<file path="src/design/mhb_pkg.sv">
`default_nettype none

package mhb_pkg;

    localparam logic [2:0] REG_MASK_SHAPE    = 3'd0;
    localparam logic [2:0] REG_BLEND_MODE    = 3'd1;
    localparam logic [2:0] REG_FEATHER_CELLS = 3'd2;
    localparam logic [2:0] REG_REGION_WIDTH  = 3'd3;
    localparam logic [2:0] REG_REGION_DEPTH  = 3'd4;

    localparam logic [1:0] MODE_REPLACE = 2'd0;
    localparam logic [1:0] MODE_RAISE   = 2'd1;
    localparam logic [1:0] MODE_LOWER   = 2'd2;

    localparam logic [15:0] FULL_WEIGHT = 16'hFFFF;

    localparam int ST_IN       = 0;
    localparam int ST_MUL      = 1;
    localparam int ST_AXDIV    = 2;
    localparam int AXDIV_STEPS = 32;
    localparam int ST_SUM      = ST_AXDIV + AXDIV_STEPS;
    localparam int ST_SQRT     = ST_SUM + 1;
    localparam int SQRT_STEPS  = 16;
    localparam int ST_INWARD   = ST_SQRT + SQRT_STEPS;
    localparam int ST_PREP     = ST_INWARD + 1;
    localparam int ST_FDIV     = ST_PREP + 1;
    localparam int FDIV_STEPS  = 16;
    localparam int ST_WEIGHT   = ST_FDIV + FDIV_STEPS;
    localparam int ST_BLEND    = ST_WEIGHT + 1;
    localparam int ST_RESULT   = ST_BLEND + 1;
    localparam int NUM_STAGES  = ST_RESULT + 1;

    typedef struct packed {
        logic        mask_shape;
        logic [1:0]  blend_mode;
        logic [15:0] feather_cells;
        logic [15:0] region_width;
        logic [15:0] region_depth;
    } cfg_t;

    typedef struct packed {
        logic [15:0] src;
        logic [15:0] gen;
        logic        in_rgn;
        logic [15:0] d;
        logic [15:0] ax;
        logic [15:0] az;
        logic [31:0] divx;
        logic [31:0] divz;
        logic [31:0] remx;
        logic [31:0] remz;
        logic [31:0] qx;
        logic [31:0] qz;
        logic [32:0] rnum;
        logic [15:0] m;
        logic [31:0] r2;
        logic        outside;
        logic [17:0] srem;
        logic [15:0] root;
        logic [31:0] inward;
        logic        full;
        logic [32:0] num;
        logic [16:0] den;
        logic [16:0] frem;
        logic [15:0] fq;
        logic [15:0] w;
        logic [31:0] v;
        logic [15:0] res;
    } stage_t;

endpackage

`default_nettype wire

</file>
<file path="src/design/mhb_regs.sv">
`default_nettype none

module mhb_regs (
    input  logic               clk,
    input  logic               rst_n,
    input  logic               psel,
    input  logic               penable,
    input  logic               pwrite,
    input  logic [4:0]         paddr,
    input  logic [31:0]        pwdata,
    output logic [31:0]        prdata,
    output logic               pready,
    output mhb_pkg::cfg_t      cfg
);
    import mhb_pkg::*;

    cfg_t       cfg_reg;
    logic [2:0] index;
    logic       wr_en;

    assign index  = paddr[4:2];
    assign pready = 1'b1;
    assign wr_en  = psel && penable && pwrite && pready;
    assign cfg    = cfg_reg;

    always_ff @(posedge clk or negedge rst_n)
    begin
        if (!rst_n)
        begin
            cfg_reg.mask_shape    <= 1'b0;
            cfg_reg.blend_mode    <= MODE_REPLACE;
            cfg_reg.feather_cells <= 16'd0;
            cfg_reg.region_width  <= 16'd1;
            cfg_reg.region_depth  <= 16'd1;
        end
        else if (wr_en)
        begin
            unique case (index)
                REG_MASK_SHAPE:    cfg_reg.mask_shape    <= pwdata[0];
                REG_BLEND_MODE:    cfg_reg.blend_mode    <= pwdata[1:0];
                REG_FEATHER_CELLS: cfg_reg.feather_cells <= pwdata[15:0];
                REG_REGION_WIDTH:  cfg_reg.region_width  <= pwdata[15:0];
                REG_REGION_DEPTH:  cfg_reg.region_depth  <= pwdata[15:0];
                default:           cfg_reg <= cfg_reg;
            endcase
        end
    end

    always_comb
    begin
        unique case (index)
            REG_MASK_SHAPE:    prdata = {31'd0, cfg_reg.mask_shape};
            REG_BLEND_MODE:    prdata = {30'd0, cfg_reg.blend_mode};
            REG_FEATHER_CELLS: prdata = {16'd0, cfg_reg.feather_cells};
            REG_REGION_WIDTH:  prdata = {16'd0, cfg_reg.region_width};
            REG_REGION_DEPTH:  prdata = {16'd0, cfg_reg.region_depth};
            default:           prdata = 32'd0;
        endcase
    end

endmodule

`default_nettype wire

</file>
<file path="config.mk">
export PLATFORM = sky130hd
export DESIGN_NAME = mhb_regs
export DESIGN_NICKNAME = d
export VERILOG_FILES = /design/src/design/mhb_pkg.sv /design/src/design/mhb_regs.sv
export SDC_FILE = /design/constraint.sdc
export NUM_CORES = 1
export LEC_CHECK = 0
export ABC_AREA = 1
export BUFFER_PORTS_ARGS = -buffer_cell sky130_fd_sc_hd__buf_2
export CAP_MARGIN = 20
export CORE_ASPECT_RATIO = 1.75
export CORE_UTILIZATION = 46
export DETAILED_ROUTE_END_ITERATION = 16
export GPL_ROUTABILITY_DRIVEN = 1
export PLACE_DENSITY = 0.8
export SYNTH_ARGS = -nofsm -noshare
export SYNTH_HDL_FRONTEND = slang
export SYNTH_SLANG_ARGS = --single-unit
</file>
<file path="constraint.sdc">
create_clock -name clk -period 1.02 [get_ports clk]
set_input_delay 0.102 -clock clk [delete_from_list [all_inputs] [get_ports clk]]
set_output_delay 0.102 -clock clk [all_outputs]
set_load 0.005 [all_outputs]
</file>
==> results of run 1 <==
[repair_timing]
item | CTS | global route
setup buffers | 32 | 13
resized for setup | 23 | 43
endpoints found under the hold margin | 49 | 0
hold buffers | 1 | 0
setup endpoints to repair | 18 | 35
cloned | 1 | 0
pin swaps | 33 | 20
[final timing paths]
| check | start | end | slack [ps] | cells after the start |
|---|---|---|---|---|
| worst min-delay path | pwdata[15] | cfg[31]$_DFFE_PN0P_ | 6 | 3 |
| worst max register to register | cfg[16]$_DFFE_PN1P_ | cfg[16]$_DFFE_PN1P_ | 80 | 4 |
| worst min register to register | cfg[32]$_DFFE_PN0P_ | cfg[32]$_DFFE_PN0P_ | 520 | 2 |
| max in group asynchronous | rst_n | cfg[16]$_DFFE_PN1P_ | 460 | 3 |
| worst max-delay path | cfg[16]$_DFFE_PN1P_ | prdata[0] | -280 | 5 |
| min in group asynchronous | rst_n | cfg[31]$_DFFE_PN0P_ | 310 | 3 |
[through the flow]
step                instances  setup TNS [ps]  area, um2  setup slack, ps  util [%]
CTS                       530           -1980       3730             -263      69.8
finish                    542           -2290       4010             -276      75.1
floorplan                 324               0       2640             33.3         -
detailed placement        488           -4360       3260             -140      61.1
global placement          488           -3430       3260             -120      61.1
global route              542           -3940       4010             -360      75.1
[power by group through the flow]
stage	sequential [mW]	combinational, mW	clock (mW)
after floorplan	2.75	0.571	0
after global placement	2.74	1.25	0
after detailed placement	2.75	1.30	0
after CTS	2.67	1.79	1.15
after global routing	2.74	2.39	1.24
final	2.71	2.21	1.13
[worst max-delay path: cells and delay by family (launching register included)]
kind / cells / cell delay, ps
buffers and inverters: 1 / 100
flip-flops: 1 / 550
AND/OR/NAND/NOR: 4 / 230
[placed cells by master, fill, tap and decap left out, drive strengths merged]
cell and n:
dfrtp 49, nor3 2, inv 26, nor2 4
clkbuf 5, nand4 4, o21ai 52, nand3 18
dlygate4sd3 1, buf 164, conb 17, dfstp 2
nand2 121, clkinv 3
[layout make-up]
type | count | area, um2
fillers | 385 | 1330
flip-flops and latches | 51 | 1280
multi-input cells | 218 | 1060
repair buffers | 165 | 1390
clock inverters | 3 | 15.0
inverters | 26 | 105
clock buffers | 5 | 68.8
well taps | 74 | 92.6
[cells by family after synthesis]
family,share of synthesized area (%)
flip-flops,49.6
other,0.291
AO/OA/AOI/OAI,12.4
AND/OR/NAND/NOR,25.8
buffers and inverters,11.9
[layer usage]
metal  part of all wire (%)  wire length, um  up-vias
li1                       -                -     1265
met1                     35             2760     1288
met2                     56             4390      108
met3                    5.3              416       20
met4                    3.3              259        0
met5                      0                0        -
==> impl_summary.log, run 1 <==
INFO  metric post_drt_via_cell_ratio = between 4 and 5
INFO  metric grtUsageTotal = between 20% and 30%
INFO  metric yosys.cell_types.count = 23
INFO  metric critPathMostFrequentCell = nand2_1
INFO  metric synth.top_cell.area_share = a little under half
INFO  metric yosysMostFrequentCell = nand2_1
INFO  metric wl = approximately 7.8 mm
INFO  metric setup.worst_path.class = reg2out
INFO  metric wp_data_required = about 920 ps
INFO  metric power.share.sequential = 44.8%
INFO  metric synth.yosys.seq_area_share = ~50%
INFO  metric power.leakage = 2.24 nW
INFO  metric grt_pass1_wl = 11.3 mm
INFO  metric top_level_ports = 126
INFO  metric met1_usage = slightly below 30%
INFO  metric area.growth.synth_to_final = 55.6%
INFO  metric firstDrtPassIters = 4
INFO  metric async_reset_ff_share = between 90% and 100%
INFO  metric timing.critical_path.slowest_cell_delay = between 500 and 600 ps
INFO  metric p_sw = approximately 1.9 mW
INFO  metric clock_latency = roughly 300 ps
INFO  metric grt_setup_unrepaired = true
INFO  metric power_switching_share = between 30% and 40%
INFO  metric outcome = complete, but fails checks
INFO  metric arrival = between 1000 and 1500 ps
INFO  metric cp_cell_sequence = nand4_1 > nand2_1 > nor2_1 > nand2_1 > buf_2
INFO  metric timing.critical_path.from_type = flop
INFO  metric largest_reg_flops = 51
INFO  metric clock_tree.htree_level_count = 2
INFO  metric slew_violations = 0
INFO  metric vias_after_detailed_routing = 2681
INFO  metric placementRows = 35
INFO  metric internal-power = approximately 4.2 mW
INFO  metric syn_inst = a little over 300
INFO  metric post_synth.cell_area_avg = 8.35 um2
INFO  metric clock_tree.buffer_depth = 2
INFO  metric synth-warning-count = 0
INFO  metric post_synth_main_area_contributors = dfrtp_1 (48%), nand2_1 (16%), buf_4 (5.5%), o21ai_2 (5.4%), o21ai_1 (3.7%)
INFO  metric hpwlAfterDp = ~5.0 mm
INFO  metric pwr-share-clk = a little under a fifth
INFO  metric cts_root_buffer = clkbuf_8
INFO  metric drtIter0Drc = approximately 120
INFO  metric numCtsBuffers = 5
INFO  metric die_area = a little under 0.006 mm2
INFO  metric combinationalPowerShare = a little over a third
INFO  metric drtAntennaViolNets = 0
INFO  metric synth-seq-cells = just over 50
INFO  metric grt_use_met2 = 44.8%
INFO  metric max_cap_viol_count = 0
INFO  metric path_clk_slew = about 90 ps
INFO  metric clock_sink_count = just over 50
INFO  metric timing.final.crit_share = 127%
INFO  metric clock_skew = 0 ps
INFO  metric num-nets-final = a little over 500
INFO  metric die_h = slightly above 100 um
INFO  metric fin_worst_hold_slack = about 5.9 ps
INFO  metric grt_util_met3 = between 4 and 5%
INFO  metric violations_in_the_final_reports = setup timing
INFO  metric setup_viol = 39
INFO  metric hold_violations = 0
INFO  metric place_congestion = approximately 0.9
INFO  metric synthTopCellsByCount = nand2_1 (109), dfrtp_1 (49), inv_1 (21)
INFO  metric worst-path-max-fanout = 2
INFO  metric overflow = 0
INFO  metric coreArea = between 0.005 and 0.006 mm2
INFO  metric portBuffers = 90
INFO  metric grt_busiest_layer = met2
INFO  metric synth_edf_count = 0
INFO  metric yosys.area.top_type = dfrtp_1
INFO  metric vdd_drop_max = 1.45 mV
INFO  metric total_power = roughly 6.1 mW
INFO  metric antenna_found_initial = 0
INFO  metric final_period_minus_worst_setup_slack = about 1300 ps
INFO  metric worst_setup_path_end_kind = primary output
INFO  metric syn-cell-area = ~0.0026 mm2
INFO  metric post_drt_wl_per_cell = 14.5 um
INFO  metric grt_max_degree = 33
INFO  metric die_width = about 60 um
INFO  metric floorplan.initialDensity = roughly half
INFO  metric maxClockFrequency = approximately 770 MHz
INFO  metric yosys_most_used_dff = dfrtp_1
INFO  metric powerDensity = between 1500 and 2000 mW/mm2
INFO  metric layout-drive-gt1-share = a little under half
INFO  metric slowest_cp_cell = dfstp_2
INFO  metric drc = 0
INFO  metric first_global_vias = around 2400
INFO  metric antenna_cells_inserted = 0
INFO  metric cts_tree = built
INFO  metric layout_setup_ws = -276 ps
INFO  metric min_path_type = in2reg
(Power assumes the default switching activity.)
==> inputs of run 2 (changes only) <==
- BUFFER_PORTS_ARGS: -buffer_cell sky130_fd_sc_hd__buf_2 -> -buffer_cell sky130_fd_sc_hd__clkbuf_2
- CORE_MARGIN: default -> 2
- CORE_UTILIZATION: 46 -> 50
- PLACE_DENSITY: 0.8 -> 0.86
- clock period: 1.02 -> 1.6 ns (I/O delays scaled with it)
==> run 2 against run 1 <==
  * The run now ends clean
  * Sequential share of layout area is 8.3 points higher
  * Worst hold slack better by 52 ps
  * Flip-flop and latch count stayed put
  * Clock skew did not move
  * Utilization fell by 11 points
  * Die area decreased by 2.6%
  * Clock power decreased by 19%
  * Register-to-register slack better by 770 ps
  * Final cell count fell by 15%
  * First-iteration DRC count shrank 20%
  * Via count is 13% lower
  * Critical path depth up 3
==> impl_summary.log, run 2 (synthesis gave the netlist of run 1 again) <==
INFO  metric outcome = complete, no violations
INFO  metric met3WireLength = between 300 and 400 um
INFO  metric clock_tree.buffer_depth = 2
INFO  metric top_level_ports = between 100 and 150
INFO  metric powerDensity = between 1000 and 1500 mW/mm2
INFO  metric timing.final.crit_share = 88.3%
INFO  metric regToRegSetupSlack = about 850 ps
INFO  metric clock_tree.htree_level_count = 2
INFO  metric grt_max_degree = 52
INFO  metric drtIter0Drc = 97
INFO  metric min_path_type = in2reg
INFO  metric place_congestion = ~0.84
INFO  metric coreArea = roughly 0.0050 mm2
INFO  metric drc = 0
INFO  metric timing.critical_path.slowest_cell_delay = approximately 200 ps
INFO  metric worst_r2r_path_depth = 2
INFO  metric capture_point_of_the_worst_path = prdata[10]
INFO  metric grt_pass1_wl = ~10 mm
INFO  metric first_global_vias = around 2300
INFO  metric slew_headroom = approximately 66%
INFO  metric setup_viol = 0
INFO  metric cts_setup_buffers = 0
INFO  metric hpwlAfterDp = between 4 and 5 mm
INFO  metric clock_latency = roughly 290 ps
INFO  metric final_common_cell = nand2_1
INFO  metric critPathBufInv = 4
INFO  metric hold_violations = 0
INFO  metric num-nets-final = 446
INFO  metric cts_resized = 0
INFO  metric wl = between 6 and 7 mm
INFO  metric grt_setup_unrepaired = false
INFO  metric vias_after_detailed_routing = about 2300
INFO  metric grtUsageTotal = between 20% and 30%
INFO  metric setup.worst_path.class = in2out
INFO  metric clock_sink_count = between 50 and 60
INFO  metric final_period_minus_worst_setup_slack = between 1000 and 1500 ps
INFO  metric drtAntennaViolNets = 0
INFO  metric firstDrtPassIters = 4
INFO  metric critical-path-top-delay-family = buffers and inverters
INFO  metric detailed_place.area = approximately 0.0031 mm2
INFO  metric timing.rr.end = cfg[0]$_DFFE_PN1P_
INFO  metric portBuffers = 90
INFO  metric power.leakage = between 1.5 and 2 nW
INFO  metric worst_setup_path_end_kind = primary output
INFO  metric max_slew.worst_pin.slew = between 500 and 600 ps
INFO  metric timing.critical_path.from_type = input pin
INFO  metric final_cell_area = 0.00318 mm2
INFO  metric final_cell_mix = nand2_1 (109), clkbuf_2 (90), dfrtp_1 (49), inv_1 (21), o21ai_1 (19)
INFO  metric worstReg2RegStart = cfg[0]$_DFFE_PN1P_
INFO  metric area.growth.synth_to_final = 23.3%
INFO  metric die_h = between 90 and 100 um
INFO  metric cp_cell_sequence = clkbuf_2 > nor2_2 > nand2_1 > inv_2 > buf_4 > nand2_1 > nand3_1 > clkbuf_2
INFO  metric slew_violations = 0
INFO  metric antenna_cells_inserted = 0
INFO  metric slowest_cp_cell = nor2_2
INFO  metric maxClockFrequency = between 700 and 800 MHz
INFO  metric vdd_drop_max = 0.906 mV
INFO  metric numCtsBuffers = 5
INFO  metric postLayoutCoreUtil = between 60 and 70%
INFO  metric overflow = 0
INFO  metric arrival = 1250 ps
INFO  metric floorplan.initialDensity = about 52%
INFO  metric post_drt_via_cell_ratio = just over 5
INFO  metric cts_tree = built
INFO  metric cts_root_buffer = clkbuf_8
INFO  metric largest_reg_flops = between 50 and 60
INFO  metric layout-drive-gt1-share = between 30% and 40%
INFO  metric path_clk_slew = 90 ps
INFO  metric post_drt_wl_per_cell = between 10 and 15 um
INFO  metric clock_skew = 0 ps
INFO  metric setup_tns = 0 ps
INFO  metric wl_met1 = 2.34 mm
INFO  metric antenna_found_initial = 0
INFO  metric max_cap_viol_count = 0
INFO  metric top_signal_layer_used = met4
INFO  metric worst-path-max-fanout = 10
INFO  metric die_width = between 50 and 60 um
INFO  metric cp.depth = 8
INFO  metric die_area = approximately 0.0058 mm2
INFO  metric met2_wirelength = 3.40 mm
INFO  metric worst_setup_path_startpoint = paddr[2]
INFO  metric placementRows = 34
INFO  metric wp_data_required = approximately 1400 ps
INFO  metric fillerInstances = 439
==> run 2: cell types whose count changed in the layout (fill, tap and decap cells not counted), moves of 6 or more <==
cell      before  now
buf_6         50    0
buf_4         40    9
buf_12         8    2
clkbuf_2       0   90
buf_2         65    0
==> run 2: per-layer routing <==
metal / GRT usage [%] / vias up
li1: - / 1136
met1: 28.6 / 1097
met2: 40.0 / 89
met3: 3.94 / 10
met4: 8.41 / 0
met5: 0 / -
==> run 2: power by group <==
group | internal (mW) | total (mW) | switching [mW]
clock | 0.506 | 0.915 | 0.408
combinational | 0.368 | 0.764 | 0.396
sequential | 1.53 | 1.75 | 0.213
total | 2.41 | 3.43 | 1.02
==> run 2: how the worst min path moves through the flow <==
stage	startpoint	endpoint	slack, ps	cells after the start
floorplan	rst_n	cfg[10]$_DFFE_PN0P_	-140	0
global placement	rst_n	cfg[39]$_DFFE_PN0P_	170	2
detailed placement	rst_n	cfg[10]$_DFFE_PN0P_	170	2
CTS	pwdata[0]	cfg[16]$_DFFE_PN1P_	50	3
global route	pwdata[0]	cfg[16]$_DFFE_PN1P_	70	3
finish	pwdata[0]	cfg[16]$_DFFE_PN1P_	60	3
==> run 2: worst register-to-register path, stage by stage, from the launching register on <==
cell and delay, ps:
dfstp_2 560, nand2_1 50, o21ai_1 80
==> run 2: repair_timing <==
| action | CTS | global route |
|---|---|---|
| hold buffers | 1 | 0 |
| endpoints found under the setup margin | 0 | 0 |
| hold endpoints to repair | 49 | 0 |
==> run 2: cell type report <==
class                           instances  area, um2  area share, %
Tap cell                               54       67.6           2.13
Timing Repair Buffer                  102        568           17.9
Clock buffer                            6       82.6           2.60
Clock inverter                          2       35.0           1.10
Inverter                               26       97.6           3.07
Multi-Input combinational cell        218       1050           33.0
Sequential cell                        51       1280           40.2
==> run 2: stage by stage <==
| stage | std cells | power, mW | hold WS (ps) | worst slack [ps] |
|---|---|---|---|---|
| after floorplan | 324 | 2.12 | -136 | 555 |
| after global placement | 450 | 2.50 | 171 | 111 |
| after detailed placement | 450 | 2.54 | 174 | 66.8 |
| after CTS | 459 | 3.46 | 50.1 | 191 |
| after global routing | 459 | 3.64 | 67.5 | 74.8 |
| final | 459 | 3.43 | 58.1 | 188 |
